## src/hdl/tdw_pkg.sv

```systemverilog
// ----------------------------------------------------------------------------
// tdw_pkg: shared types and constants of the tick delay wait table
// Holds the table size, field widths, command and reply codes, and the
// packed layout of one stored waiter entry.
// ----------------------------------------------------------------------------
package tdw_pkg;

  // table size and identifier width kept per waiter
  localparam int MAX_WAITERS = 16;
  localparam int ID_BITS     = 8;

  // fixed field widths of the channels
  localparam int CMD_W   = 2;
  localparam int REQ_W   = 8;
  localparam int TICK_W  = 32;
  localparam int KIND_W  = 3;

  // table index and fill count widths
  localparam int IDX_W = (MAX_WAITERS > 1) ? $clog2(MAX_WAITERS) : 1;
  localparam int CNT_W = $clog2(MAX_WAITERS + 1);

  typedef enum logic [CMD_W-1:0] {
    CMD_TIME  = 2'd0,
    CMD_DELAY = 2'd1,
    CMD_ABS   = 2'd2,
    CMD_TICK  = 2'd3
  } cmd_t;

  typedef enum logic [KIND_W-1:0] {
    KIND_TIME  = 3'd0,
    KIND_DELAY = 3'd1,
    KIND_ABS   = 3'd2,
    KIND_TICK  = 3'd3,
    KIND_FULL  = 3'd4
  } kind_t;

  // one parked waiter
  typedef struct packed {
    logic [ID_BITS-1:0] id;
    logic [TICK_W-1:0]  target;
    logic               is_abs;
  } entry_t;

  localparam int ENTRY_W = $bits(entry_t);

  // keep the low ID_BITS of a requester field
  function automatic logic [ID_BITS-1:0] to_id(input logic [REQ_W-1:0] req);
    logic [ID_BITS+REQ_W-1:0] wide;
    wide = {{ID_BITS{1'b0}}, req};
    return wide[ID_BITS-1:0];
  endfunction

  // widen or cut a stored identifier to the reply field
  function automatic logic [REQ_W-1:0] to_req(input logic [ID_BITS-1:0] id);
    logic [REQ_W+ID_BITS-1:0] wide;
    wide = {{REQ_W{1'b0}}, id};
    return wide[REQ_W-1:0];
  endfunction

endpackage

```

## src/hdl/tdw_ifs.sv

```systemverilog
// ----------------------------------------------------------------------------
// tdw_ifs: request and reply channels of the tick delay wait table
// Valid/ready channels; a beat moves when valid and ready are both high.
// ----------------------------------------------------------------------------
interface tdw_req_if;
  logic                        valid;
  logic                        ready;
  logic [tdw_pkg::CMD_W-1:0]   command;
  logic [tdw_pkg::REQ_W-1:0]   requester;
  logic [tdw_pkg::TICK_W-1:0]  tick_amount;

  modport source (output valid, command, requester, tick_amount, input ready);
  modport sink   (input valid, command, requester, tick_amount, output ready);
endinterface

interface tdw_rsp_if;
  logic                        valid;
  logic                        ready;
  logic [tdw_pkg::KIND_W-1:0]  reply_kind;
  logic [tdw_pkg::REQ_W-1:0]   reply_to;
  logic [tdw_pkg::TICK_W-1:0]  current_ticks;
  logic                        last;

  modport source (output valid, reply_kind, reply_to, current_ticks, last, input ready);
  modport sink   (input valid, reply_kind, reply_to, current_ticks, last, output ready);
endinterface

```

## src/hdl/tdw_ram.sv

```systemverilog
// ----------------------------------------------------------------------------
// tdw_ram: generic simple dual-port RAM
// One write port and one read port; read data is registered.
// ----------------------------------------------------------------------------
module tdw_ram #(
  parameter int WIDTH = 8,
  parameter int DEPTH = 16
) (
  input  logic                                     clk,
  input  logic                                     we,
  input  logic [((DEPTH > 1) ? $clog2(DEPTH) : 1)-1:0] waddr,
  input  logic [WIDTH-1:0]                         wdata,
  input  logic [((DEPTH > 1) ? $clog2(DEPTH) : 1)-1:0] raddr,
  output logic [WIDTH-1:0]                         rdata
);

  logic [WIDTH-1:0] mem [DEPTH];

  // write and registered read
  always_ff @(posedge clk) begin
    if (we) begin
      mem[waddr] <= wdata;
    end
    rdata <= mem[raddr];
  end

endmodule

```

## src/hdl/tick_delay_wait_table.sv

```systemverilog
// ----------------------------------------------------------------------------
// tick_delay_wait_table: tick counter with a table of parked requesters
// Keeps a wrapping 32-bit tick count and releases delayed requesters in
// arrival order once their target tick is reached.
// ----------------------------------------------------------------------------
// A time query, a relative delay or an absolute delay needs no scan;
// a query or a table-full reject leaves one reply beat in the output
// register. A tick is accepted, then every parked waiter is checked as the
// table RAM is read one entry a cycle, unless a release waits on a stalled
// reply channel, and compacted in place, and then the final beat is
// emitted. The tick acknowledge comes first, then each release in
// arrival order, and the final beat carries last. Requests are taken only
// when the block is idle and the output register is free.
module tick_delay_wait_table (
  input  logic       clk,
  input  logic       rst,
  tdw_req_if.sink    req,
  tdw_rsp_if.source  rsp
);

  typedef enum logic [1:0] {
    ST_IDLE = 2'b01,
    ST_SCAN = 2'b10
  } state_t;

  state_t                        state;
  logic [tdw_pkg::TICK_W-1:0]    tick_count;
  logic [tdw_pkg::CNT_W-1:0]     waiter_count;
  logic [tdw_pkg::CNT_W-1:0]     scan_idx;
  logic [tdw_pkg::CNT_W-1:0]     keep_idx;
  tdw_pkg::kind_t                pend_kind;
  logic [tdw_pkg::ID_BITS-1:0]   pend_id;

  logic                          out_valid;
  tdw_pkg::kind_t                out_kind;
  logic [tdw_pkg::REQ_W-1:0]     out_to;
  logic [tdw_pkg::TICK_W-1:0]    out_ticks;
  logic                          out_last;

  logic                          out_free;
  logic                          accept;
  tdw_pkg::cmd_t                 cmd;
  logic [tdw_pkg::ID_BITS-1:0]   who;
  logic                          full;
  logic                          at_end;
  logic                          hit;
  logic                          advance;
  logic                          finish;
  logic [tdw_pkg::CNT_W-1:0]     scan_idx_next;

  logic                          ram_we;
  logic [tdw_pkg::IDX_W-1:0]     ram_waddr;
  tdw_pkg::entry_t               ram_wdata;
  logic [tdw_pkg::IDX_W-1:0]     ram_raddr;
  tdw_pkg::entry_t               ram_rdata;
  logic [tdw_pkg::ENTRY_W-1:0]   ram_rbits;

  // decode the request and scan conditions
  assign out_free      = !out_valid || rsp.ready;
  assign req.ready     = (state == ST_IDLE) && out_free;
  assign accept        = req.valid && req.ready;
  assign cmd           = tdw_pkg::cmd_t'(req.command);
  assign who           = tdw_pkg::to_id(req.requester);
  assign full          = waiter_count == tdw_pkg::CNT_W'(tdw_pkg::MAX_WAITERS);
  assign ram_rdata     = tdw_pkg::entry_t'(ram_rbits);
  assign at_end        = scan_idx == waiter_count;
  assign hit           = ram_rdata.target <= tick_count;
  assign advance       = (state == ST_SCAN) && !at_end && (!hit || out_free);
  assign finish        = (state == ST_SCAN) && at_end && out_free;
  assign scan_idx_next = scan_idx + tdw_pkg::CNT_W'(1);

  // pick the read address: entry 0 ahead of a scan, else the next entry when advancing or the entry on view
  always_comb begin
    if (state == ST_SCAN) begin
      ram_raddr = advance ? scan_idx_next[tdw_pkg::IDX_W-1:0]
                          : scan_idx[tdw_pkg::IDX_W-1:0];
    end else begin
      ram_raddr = '0;
    end
  end

  // append a new waiter, or write back a kept one during the scan
  always_comb begin
    ram_we    = 1'b0;
    ram_waddr = waiter_count[tdw_pkg::IDX_W-1:0];
    ram_wdata = ram_rdata;
    if (state == ST_SCAN) begin
      ram_we    = advance && !hit;
      ram_waddr = keep_idx[tdw_pkg::IDX_W-1:0];
      ram_wdata = ram_rdata;
    end else if (accept && (cmd == tdw_pkg::CMD_DELAY || cmd == tdw_pkg::CMD_ABS)) begin
      ram_we           = !full;
      ram_wdata.id     = who;
      ram_wdata.target = (cmd == tdw_pkg::CMD_DELAY) ? req.tick_amount + tick_count
                                                     : req.tick_amount;
      ram_wdata.is_abs = cmd == tdw_pkg::CMD_ABS;
    end
  end

  tdw_ram #(
    .WIDTH (tdw_pkg::ENTRY_W),
    .DEPTH (tdw_pkg::MAX_WAITERS)
  ) u_table (
    .clk   (clk),
    .we    (ram_we),
    .waddr (ram_waddr),
    .wdata (ram_wdata),
    .raddr (ram_raddr),
    .rdata (ram_rbits)
  );

  // control: sequence commands and the release scan
  always_ff @(posedge clk) begin
    if (rst) begin
      state        <= ST_IDLE;
      tick_count   <= '0;
      waiter_count <= '0;
      scan_idx     <= '0;
      keep_idx     <= '0;
    end else begin
      unique case (state)
        ST_IDLE: begin
          if (accept) begin
            unique case (cmd)
              tdw_pkg::CMD_TIME: begin
              end
              tdw_pkg::CMD_DELAY, tdw_pkg::CMD_ABS: begin
                if (!full) begin
                  waiter_count <= waiter_count + tdw_pkg::CNT_W'(1);
                end
              end
              tdw_pkg::CMD_TICK: begin
                tick_count <= tick_count + tdw_pkg::TICK_W'(1);
                scan_idx   <= '0;
                keep_idx   <= '0;
                state      <= ST_SCAN;
              end
              default: begin
              end
            endcase
          end
        end
        ST_SCAN: begin
          if (advance) begin
            scan_idx <= scan_idx_next;
            if (!hit) begin
              keep_idx <= keep_idx + tdw_pkg::CNT_W'(1);
            end
          end
          if (finish) begin
            waiter_count <= keep_idx;
            state        <= ST_IDLE;
          end
        end
        default: begin
          state <= ST_IDLE;
        end
      endcase
    end
  end

  // hold the newest reply of a tick until the next one shows whether it is last
  always_ff @(posedge clk) begin
    if (accept && cmd == tdw_pkg::CMD_TICK) begin
      pend_kind <= tdw_pkg::KIND_TICK;
      pend_id   <= who;
    end else if (advance && hit) begin
      pend_kind <= ram_rdata.is_abs ? tdw_pkg::KIND_ABS : tdw_pkg::KIND_DELAY;
      pend_id   <= ram_rdata.id;
    end
  end

  // output register valid
  always_ff @(posedge clk) begin
    if (rst) begin
      out_valid <= 1'b0;
    end else if ((accept && (cmd == tdw_pkg::CMD_TIME || full) && cmd != tdw_pkg::CMD_TICK)
                 || (advance && hit) || finish) begin
      out_valid <= 1'b1;
    end else if (rsp.ready) begin
      out_valid <= 1'b0;
    end
  end

  // output register payload
  always_ff @(posedge clk) begin
    if (accept && cmd == tdw_pkg::CMD_TIME) begin
      out_kind  <= tdw_pkg::KIND_TIME;
      out_to    <= tdw_pkg::to_req(who);
      out_ticks <= tick_count;
      out_last  <= 1'b1;
    end else if (accept && cmd != tdw_pkg::CMD_TICK && full) begin
      out_kind  <= tdw_pkg::KIND_FULL;
      out_to    <= tdw_pkg::to_req(who);
      out_ticks <= tick_count;
      out_last  <= 1'b1;
    end else if ((advance && hit) || finish) begin
      out_kind  <= pend_kind;
      out_to    <= tdw_pkg::to_req(pend_id);
      out_ticks <= tick_count;
      out_last  <= finish;
    end
  end

  assign rsp.valid         = out_valid;
  assign rsp.reply_kind    = out_kind;
  assign rsp.reply_to      = out_to;
  assign rsp.current_ticks = out_ticks;
  assign rsp.last          = out_last;

endmodule
```

## src/flat_wrapper.sv

```systemverilog
// flat-port wrapper written by rule: the top's interface ports become plain ports
module tick_delay_wait_table_flat 
  (clk, rst, req_valid, req_command, req_requester, req_tick_amount, req_ready, rsp_valid, rsp_reply_kind, rsp_reply_to, rsp_current_ticks, rsp_last, rsp_ready);
  tdw_req_if req_i ();
  tdw_rsp_if rsp_i ();
  input  logic clk;
  input  logic rst;
  input wire logic [$bits(req_i.valid)-1:0] req_valid;
  input wire logic [$bits(req_i.command)-1:0] req_command;
  input wire logic [$bits(req_i.requester)-1:0] req_requester;
  input wire logic [$bits(req_i.tick_amount)-1:0] req_tick_amount;
  output wire logic [$bits(req_i.ready)-1:0] req_ready;
  output wire logic [$bits(rsp_i.valid)-1:0] rsp_valid;
  output wire logic [$bits(rsp_i.reply_kind)-1:0] rsp_reply_kind;
  output wire logic [$bits(rsp_i.reply_to)-1:0] rsp_reply_to;
  output wire logic [$bits(rsp_i.current_ticks)-1:0] rsp_current_ticks;
  output wire logic [$bits(rsp_i.last)-1:0] rsp_last;
  input wire logic [$bits(rsp_i.ready)-1:0] rsp_ready;
  assign req_i.valid = req_valid;
  assign req_i.command = req_command;
  assign req_i.requester = req_requester;
  assign req_i.tick_amount = req_tick_amount;
  assign req_ready = req_i.ready;
  assign rsp_valid = rsp_i.valid;
  assign rsp_reply_kind = rsp_i.reply_kind;
  assign rsp_reply_to = rsp_i.reply_to;
  assign rsp_current_ticks = rsp_i.current_ticks;
  assign rsp_last = rsp_i.last;
  assign rsp_i.ready = rsp_ready;
  tick_delay_wait_table u_core (.clk(clk), .rst(rst), .req(req_i), .rsp(rsp_i));
endmodule
```

## config.mk

```make
export PLATFORM = sky130hd
export DESIGN_NAME = tick_delay_wait_table_flat
export DESIGN_NICKNAME = d
export VERILOG_FILES = /design/src/hdl/tdw_pkg.sv /design/src/hdl/tdw_ifs.sv /design/src/hdl/tdw_ram.sv /design/src/hdl/tick_delay_wait_table.sv /design/src/flat_wrapper.sv
export SDC_FILE = /design/constraint.sdc
export NUM_CORES = 1
export LEC_CHECK = 0
export BUFFER_PORTS_ARGS = -buffer_cell sky130_fd_sc_hd__buf_2
export CORE_MARGIN = 8
export CORE_UTILIZATION = 60
export DETAILED_ROUTE_END_ITERATION = 7
export PLACE_DENSITY_LB_ADDON = 0.12
export SLEW_MARGIN = 0
export SYNTH_ARGS = -nofsm -noshare
export SYNTH_HDL_FRONTEND = slang
export SYNTH_HIERARCHICAL = 1
export SYNTH_SLANG_ARGS = --single-unit
```

## constraint.sdc

```tcl
create_clock -name clk -period 15 [get_ports clk]
set_clock_uncertainty 0.05 [all_clocks]
set_input_delay 1.5 -clock clk [delete_from_list [all_inputs] [get_ports clk]]
set_output_delay 1.5 -clock clk [all_outputs]
set_load 0.02 [all_outputs]
```

Word-level counts from Yosys, hierarchy flattened --
Memory sizes are Yosys's and may differ from the RTL's. A register that Yosys moved wholly into a read port is not among the register bits. Cells that the tools add are included.
Word-level totals: bits in registers 105, latch bits 0, RAM bits 656, ROM bits 0, bits of input ports 46, output and inout bits 46, word-level logic and storage cells 113, memories 1
Memories:
- u_core.u_table.mem | depth 16, width 41, read ports 1, clocked after Yosys merged registers in 1, write ports 1, RTL line tdw_ram.sv:17 | logic [WIDTH-1:0] mem [DEPTH];
Operators by class: add/subtract/negate cells 5, multiply operators 0, divide/modulo/power cells 0, magnitude comparators 1, equality and inequality tests 15, shift-type cells 0, multiplexer cells 39, bitwise logic cells 0, reduce and logical (&&, ||, !) cells 39
Operator list (count):
- two-way mux 32 bit | 4
- two-way mux 41 bit | 2
- two-way mux 5 bit | 9
- two-way mux 8 bit | 5
- adder 32 x 1 -> 32 bit, second input constant | 1
- adder 32 bit | 1
- <= comparator 32 bit | 1
- case mux 5 bit (2 select lines) | 3
- adder 5 x 1 -> 5 bit, second input constant | 3
- logical AND 1 bit | 15
- two-way mux 4 bit | 3
- inequality test 2 bit, second input constant | 5
- AND reduction 5 bit | 2
- two-way mux 2 bit | 4
- nonzero test 2 bit | 4
- logical OR 1 bit | 7
- == test 2 bit, second input constant | 3
- two-way mux 1 bit | 6
- two-way mux 3 bit | 2
- inequality test 2 x 1 -> 1 bit, second input constant | 3
- AND reduction 3 bit | 2
- == test 5 bit | 1
- == test 5 bit, second input constant | 1
- == test 2 x 1 -> 1 bit, second input constant | 2
- other kinds (6) | 10

Depth between registers and ports, before layout --
word-level depth 9, depth in mapped cells 16

By module --
Netlist, hierarchy kept.
By module, submodules not included:
- tdw_ram | times used 1, cells an instance 1066, area an instance 25369.3 µm², sequential area each 20519.7 µm²
- tick_delay_wait_table | times used 1, cells an instance 893, area an instance 7589.8 µm², sequential area each 2562.5 µm²

Least setup slack after synthesis --
Ideal clock, no wire load.
kind input port to flip-flop, start point in rsp_ready, end point mem u_core/u_table/mem[0][0] in the netlist's numbering, enable pin, setup time 490 ps, data arrival time 5860 ps, data required time 14460 ps, slack 8600 ps, cell stages on the path 9, cell sequence nand2b_1 nand2_1 nor2_1 and3_1 clkbuf_1 nand2_1 nand2_1 or3b_2 nor3_1
On the way: word-level cells in the longest chain between the ends 8
RTL lines:
- from (decl) | RTL line flat_wrapper.sv:18 | input wire logic [$bits(rsp_i.ready)-1:0] rsp_ready;
- logical OR 1 bit * | RTL line tick_delay_wait_table.sv:59 | assign out_free = !out_valid || rsp.ready;
- logical AND 1 bit | RTL line tick_delay_wait_table.sv:60 | assign req.ready = (state == ST_IDLE) && out_free;
- logical AND 1 bit | RTL line tick_delay_wait_table.sv:61 | assign accept = req.valid && req.ready;
- logical AND 1 bit | RTL line tick_delay_wait_table.sv:91 | end else if (accept && (cmd == tdw_pkg::CMD_DELAY || cmd == tdw_pkg::CMD_ABS)) begin
- two-way mux 1 bit | RTL line tick_delay_wait_table.sv:91
- two-way mux 1 bit * | RTL line tick_delay_wait_table.sv:87 | if (state == ST_SCAN) begin
- via u_core.ram_we | RTL line tick_delay_wait_table.sv:51 | logic ram_we;
- two-way mux 1 bit * | RTL line tdw_ram.sv:21 | if (we) begin
- two-way mux 1 bit (implied by the code) * | RTL line tdw_ram.sv:22 | mem[waddr] <= wdata;
- to (decl) | RTL line tdw_ram.sv:17
The timed path passes the listed nets; every way through them passes the cells marked *.

Final worst setup path --
start point reg u_core/tick_count[29] in the netlist's numbering, end point reg u_core.u_table.rdata[19], read port of u_core.u_table.mem
On the way: word-level cells in the longest chain between the ends 6
RTL lines:
- from (decl) | RTL line tick_delay_wait_table.sv:27 | logic [tdw_pkg::TICK_W-1:0] tick_count;
- from (signal assigned) | RTL line tick_delay_wait_table.sv:133 | tick_count <= tick_count + tdw_pkg::TICK_W'(1);
- <= comparator 32 bit | RTL line tick_delay_wait_table.sv:67 | assign hit = ram_rdata.target <= tick_count;
- zero test 1 bit | RTL line tick_delay_wait_table.sv:68 | assign advance = (state == ST_SCAN) && !at_end && (!hit || out_free);
- logical OR 1 bit | RTL line tick_delay_wait_table.sv:68
- logical AND 1 bit | RTL line tick_delay_wait_table.sv:68
- two-way mux 4 bit | RTL line tick_delay_wait_table.sv:75 | ram_raddr = advance ? scan_idx_next[tdw_pkg::IDX_W-1:0]
- two-way mux 4 bit | RTL line tick_delay_wait_table.sv:74 | if (state == ST_SCAN) begin
- via u_core.ram_raddr, one bit | RTL line tick_delay_wait_table.sv:54 | logic [tdw_pkg::IDX_W-1:0] ram_raddr;
- to (decl) | RTL line tdw_ram.sv:14 | output logic [WIDTH-1:0] rdata
The timed path passes the listed nets, and every way through them passes these cells. A chain may end at the register's enable or synchronous reset.

==> results.yml <==
cts:
  cts_repair_resize_count: 0
  clock_insertion_delay_worst_skew_ns: 0.62
  number_of_sinks_on_the_clock_net: 801
  postCtsHoldBufs: 0
  cts.repair_timing.setup_buffer_count: 0
  clockRootBuffer: "sky130_fd_sc_hd__clkbuf_16"
  cts_tree: "built"
  maximum_clock_insertion_buffer_count: 3
  cts_htree_levels: 3
  cts_made_buffers: 81
  clock_pin_transition_on_the_worst_setup_and_hold_timing_paths_ns: 0.06
final_layout:
  final_cells: 2874
  layout.nets: 2224
  final_cell_mix: "sky130_fd_sc_hd__edfxtp_1, sky130_fd_sc_hd__nand2_1, sky130_fd_sc_hd__mux4_2, sky130_fd_sc_hd__dfxtp_1, sky130_fd_sc_hd__buf_2"
  layout.cells.most_common: "sky130_fd_sc_hd__edfxtp_1"
  n_antenna_cell: 0
  filler_cell_count: 3607
  layout-area-overhead-vs-synth_pct: 12.90
  final_design_area_no_fill_um2: 37210
  post_route_cells_drive_above_1_share_pct: 22.44
synthesis:
  post_synth_instance_area_um2: 32960
  synth.yosys.seq_area_share_pct: 70.03
  synth.lib_cells_used.distinct: 67
  synth_enable_flop_cells: 704
  synthArstFlopShare_pct: 0
  synth-seq-cells: 801
  avgSynthCellArea_um2: 16.82
  ys.warnings.count: 6
  synth_flop_cell: "sky130_fd_sc_hd__edfxtp_1"
  syn_nets: 2078
  synthCells: 1959
pwr:
  p_per_area_nw_per_um2: 127.2
  max-vdd-ir-drop_mv: 0.1088
  leakage_power_summed_over_all_cells_nw: 12.46
  report.power.total_mw: 4.734
outcome:
  outcome: "finished clean"
worst_setup_path:
  worst_ep_required_time_ns: 15.45
  worst_setup_path_start_kind: "flop"
  criticalPathCategory: "reg2reg"
  critPathLaunch: "u_core/tick_count[29]"
  cp_slowest_stage_delay_ns: 0.86
  timing.critical_path.cells: "inv_1 -> ha_1 -> nand4_1 -> nor4_1 -> nand3_1 -> o21ai_0 -> a31oi_2 -> xnor2_1 -> nor2_4 -> buf_12 -> buf_4 -> mux4_2 -> a22oi_1 -> nand2_1"
  r2r-start: "u_core/tick_count[29]"
  r2r-end: "u_core/u_table/rdata[19]"
  timing.critical_path.depth: 14
  cp-end-kind: "flop"
  worstPathMaxFanout: 119
  data_arrival_critical_path_ns: 6.18
  timing.reg2reg.setup_slack_ns: 9.27
  worst_path_max_delay_cell: "sky130_fd_sc_hd__buf_4"
  timing.reg2reg.worst_path_depth: 14
  cp_num_buf_inv: 3
  critical_path.top_delay_family: "buffers and inverters"
timing:
  postLayoutSetupSlackWorst_ns: 9.266
  timing.final.crit_share_pct: 38.23
  final_total_negative_setup_slack_ns: 0
  grt_setup_unrepaired: "false"
  max_slew_margin_pct: 23.56
  tightest_slew_ns: 1.135
  setup_viol_count_final: 0
  final_slew_viol_count: 0
  timing_hold_violations_final: 0
  layout_min_cycle_time_ns: 5.734
  timing.fmax_mhz: 174.4
placed_design:
  dpl.cell_count: 2726
  detailedPlace.worstSlack_ns: 9.134
  postPlaceCellArea_um2: 34550
  port-buffer-count: 91
  gpl.final_weighted_congestion: 0.8770
  detailed_place_hpwl_um: 45590
min_path:
  hold_path.class: "reg2reg"
  min_from: "u_core/u_table/rdata[0]"
  worst_hold_path.num_cells: 1
  hold_path_end: "u_core/pend_kind[0]"
floorplan:
  fp.dieW_um: 250.4
  die_y_um: 250.4
  start_util_pct: 60.30
  num_rows: 86
  floorplan.io_pins: 92
  fp.coreArea_um2: 54660
  dieArea_um2: 62690
global_route:
  groute.usage.overall_pct: 25.86
  global_route_wire_length_before_repair_um: 120000
  grt_antenna_before_repair: 0
  grt_start_max_net_pins: 165
  overflow: 0
  grt_pass1_vias: 18520
detailed_routing:
  wl_per_cell_um: 28.18
  route.vias.total: 18480
  viasPerCell: 6.431
  route.final.wire_length_um: 80980
  drt-pass1-iter-count: 6
  drt_iter0_drc: 2028
  drt_drc_violations_left: 0
  count_of_nets_left_with_antenna_violations_after_detail_routing: 0
run:
  drv_cap: 0
==> area by class of cell <==
| type | count | area [µm²] | share of cell area, % |
|---|---|---|---|
| clock buffers | 104 | 2185 | 5.871 |
| clock inverters | 44 | 474.2 | 1.274 |
| inverters | 46 | 172.7 | 0.4640 |
| multi-input cells | 1025 | 9493 | 25.51 |
| flip-flops and latches | 801 | 23080 | 62.03 |
| well taps | 704 | 880.8 | 2.367 |
| repair buffers | 150 | 923.4 | 2.482 |
==> sequential cells by signal (all words and copies together), names as in the netlist <==
register,flops
u_core/waiter_count,5
u_core/u_table/rdata,41
u_core/pend_kind,2
u_core/state,2
u_core/tick_count,32
u_core/keep_idx,5
u_core/rsp.reply_to,8
u_core/rsp.valid,1
u_core/rsp.last,1
u_core/u_table/mem,656
u_core/rsp.reply_kind,3
u_core/rsp.current_ticks,32
u_core/scan_idx,5
u_core/pend_id,8
==> synthesized netlist by cell type (2+ instances only) <==
cell                       instances  area share [%]
sky130_fd_sc_hd__nor2b_1          12            0.23
sky130_fd_sc_hd__nand2b_1         14            0.27
sky130_fd_sc_hd__a21boi_0          2           0.046
sky130_fd_sc_hd__buf_4            10            0.23
sky130_fd_sc_hd__nor3b_1           6            0.14
sky130_fd_sc_hd__o211ai_1          8            0.18
sky130_fd_sc_hd__or4_1             3           0.068
sky130_fd_sc_hd__nand4b_1          2           0.053
sky130_fd_sc_hd__and4_1            3           0.080
sky130_fd_sc_hd__nand4_1          19            0.36
sky130_fd_sc_hd__clkbuf_1         47            0.54
sky130_fd_sc_hd__dfxtp_1          97             5.9
sky130_fd_sc_hd__and3_1           10            0.19
sky130_fd_sc_hd__a21o_1           31            0.71
sky130_fd_sc_hd__buf_1            17            0.19
sky130_fd_sc_hd__nand4_2           2           0.076
sky130_fd_sc_hd__nor2_1           79            0.90
sky130_fd_sc_hd__a22oi_1          86             2.0
sky130_fd_sc_hd__nor4_1            2           0.038
sky130_fd_sc_hd__o311ai_0          3           0.080
sky130_fd_sc_hd__nand3_1          22            0.33
sky130_fd_sc_hd__mux2_2           13            0.44
sky130_fd_sc_hd__and2_1            3           0.057
sky130_fd_sc_hd__nor3_1           12            0.18
sky130_fd_sc_hd__a31oi_1          13            0.25
sky130_fd_sc_hd__edfxtp_1        704              64
sky130_fd_sc_hd__o31ai_1           4           0.091
sky130_fd_sc_hd__or3_1            11            0.21
sky130_fd_sc_hd__buf_2            13            0.20
sky130_fd_sc_hd__nand2_1         189             2.2
sky130_fd_sc_hd__a21oi_1          54            0.82
sky130_fd_sc_hd__o21ai_1           5           0.076
sky130_fd_sc_hd__nand3b_1          7            0.16
sky130_fd_sc_hd__a211o_1           3           0.080
sky130_fd_sc_hd__xor2_1            9            0.24
sky130_fd_sc_hd__o21ai_0          54            0.82
sky130_fd_sc_hd__o21a_1            6            0.14
sky130_fd_sc_hd__xnor2_1          49             1.3
sky130_fd_sc_hd__mux4_2          164              11
sky130_fd_sc_hd__mux2i_1          28            0.85
sky130_fd_sc_hd__inv_1            46            0.52
sky130_fd_sc_hd__ha_1             72             2.7
==> layer usage <==
layer,up-vias,share of wire (%),GRT usage (%)
li1,8033,-,-
met1,9432,40,35.47
met2,869,48,41.58
met3,150,9.1,6.136
met4,0,2.8,7.250
met5,-,0,0
==> logic make-up (layout without fill, tap and decap cells) <==
kind of cell	Yosys count	in the layout	share of synthesized area (%)
flip-flops	801	801	70.03
buffers and inverters	133	344	1.678
AO/OA/AOI/OAI	285	285	5.725
XOR/XNOR	58	58	1.541
adder cells (fa/ha/maj)	73	73	2.794
AND/OR/NAND/NOR	403	403	5.694
multiplexers	206	206	12.54
==> per-stage QoR <==
| stage | hold slack (ns) | util (%) |
|---|---|---|
| after global placement | 0.3806 | 63.20 |
| after floorplan | 0.3614 | - |
| after CTS | 0.4014 | 68.06 |
| after global routing | 0.4292 | 68.07 |
| final | 0.4002 | 68.07 |
| after detailed placement | 0.3847 | 63.20 |
==> worst max path at each step <==
stage	endpoint	slack (ns)
3_3_place_gp	u_core/u_table/rdata[5]	9.23
6_report	u_core/u_table/rdata[19]	9.27
4_1_cts	u_core/u_table/rdata[22]	9.12
2_1_floorplan	u_core/u_table/mem[0][0]	8.60
5_1_grt	u_core/u_table/rdata[8]	8.74
3_5_place_dp	u_core/u_table/rdata[22]	9.13
==> where the power goes <==
part	internal [mW]	total (mW)	switching, mW	leakage, nW
registers	2.49	2.50	0.0124	7.16
clock network	1.17	2.02	0.845	1.30
logic	0.0637	0.210	0.147	4.00
Power figures use the tool's default switching activity.
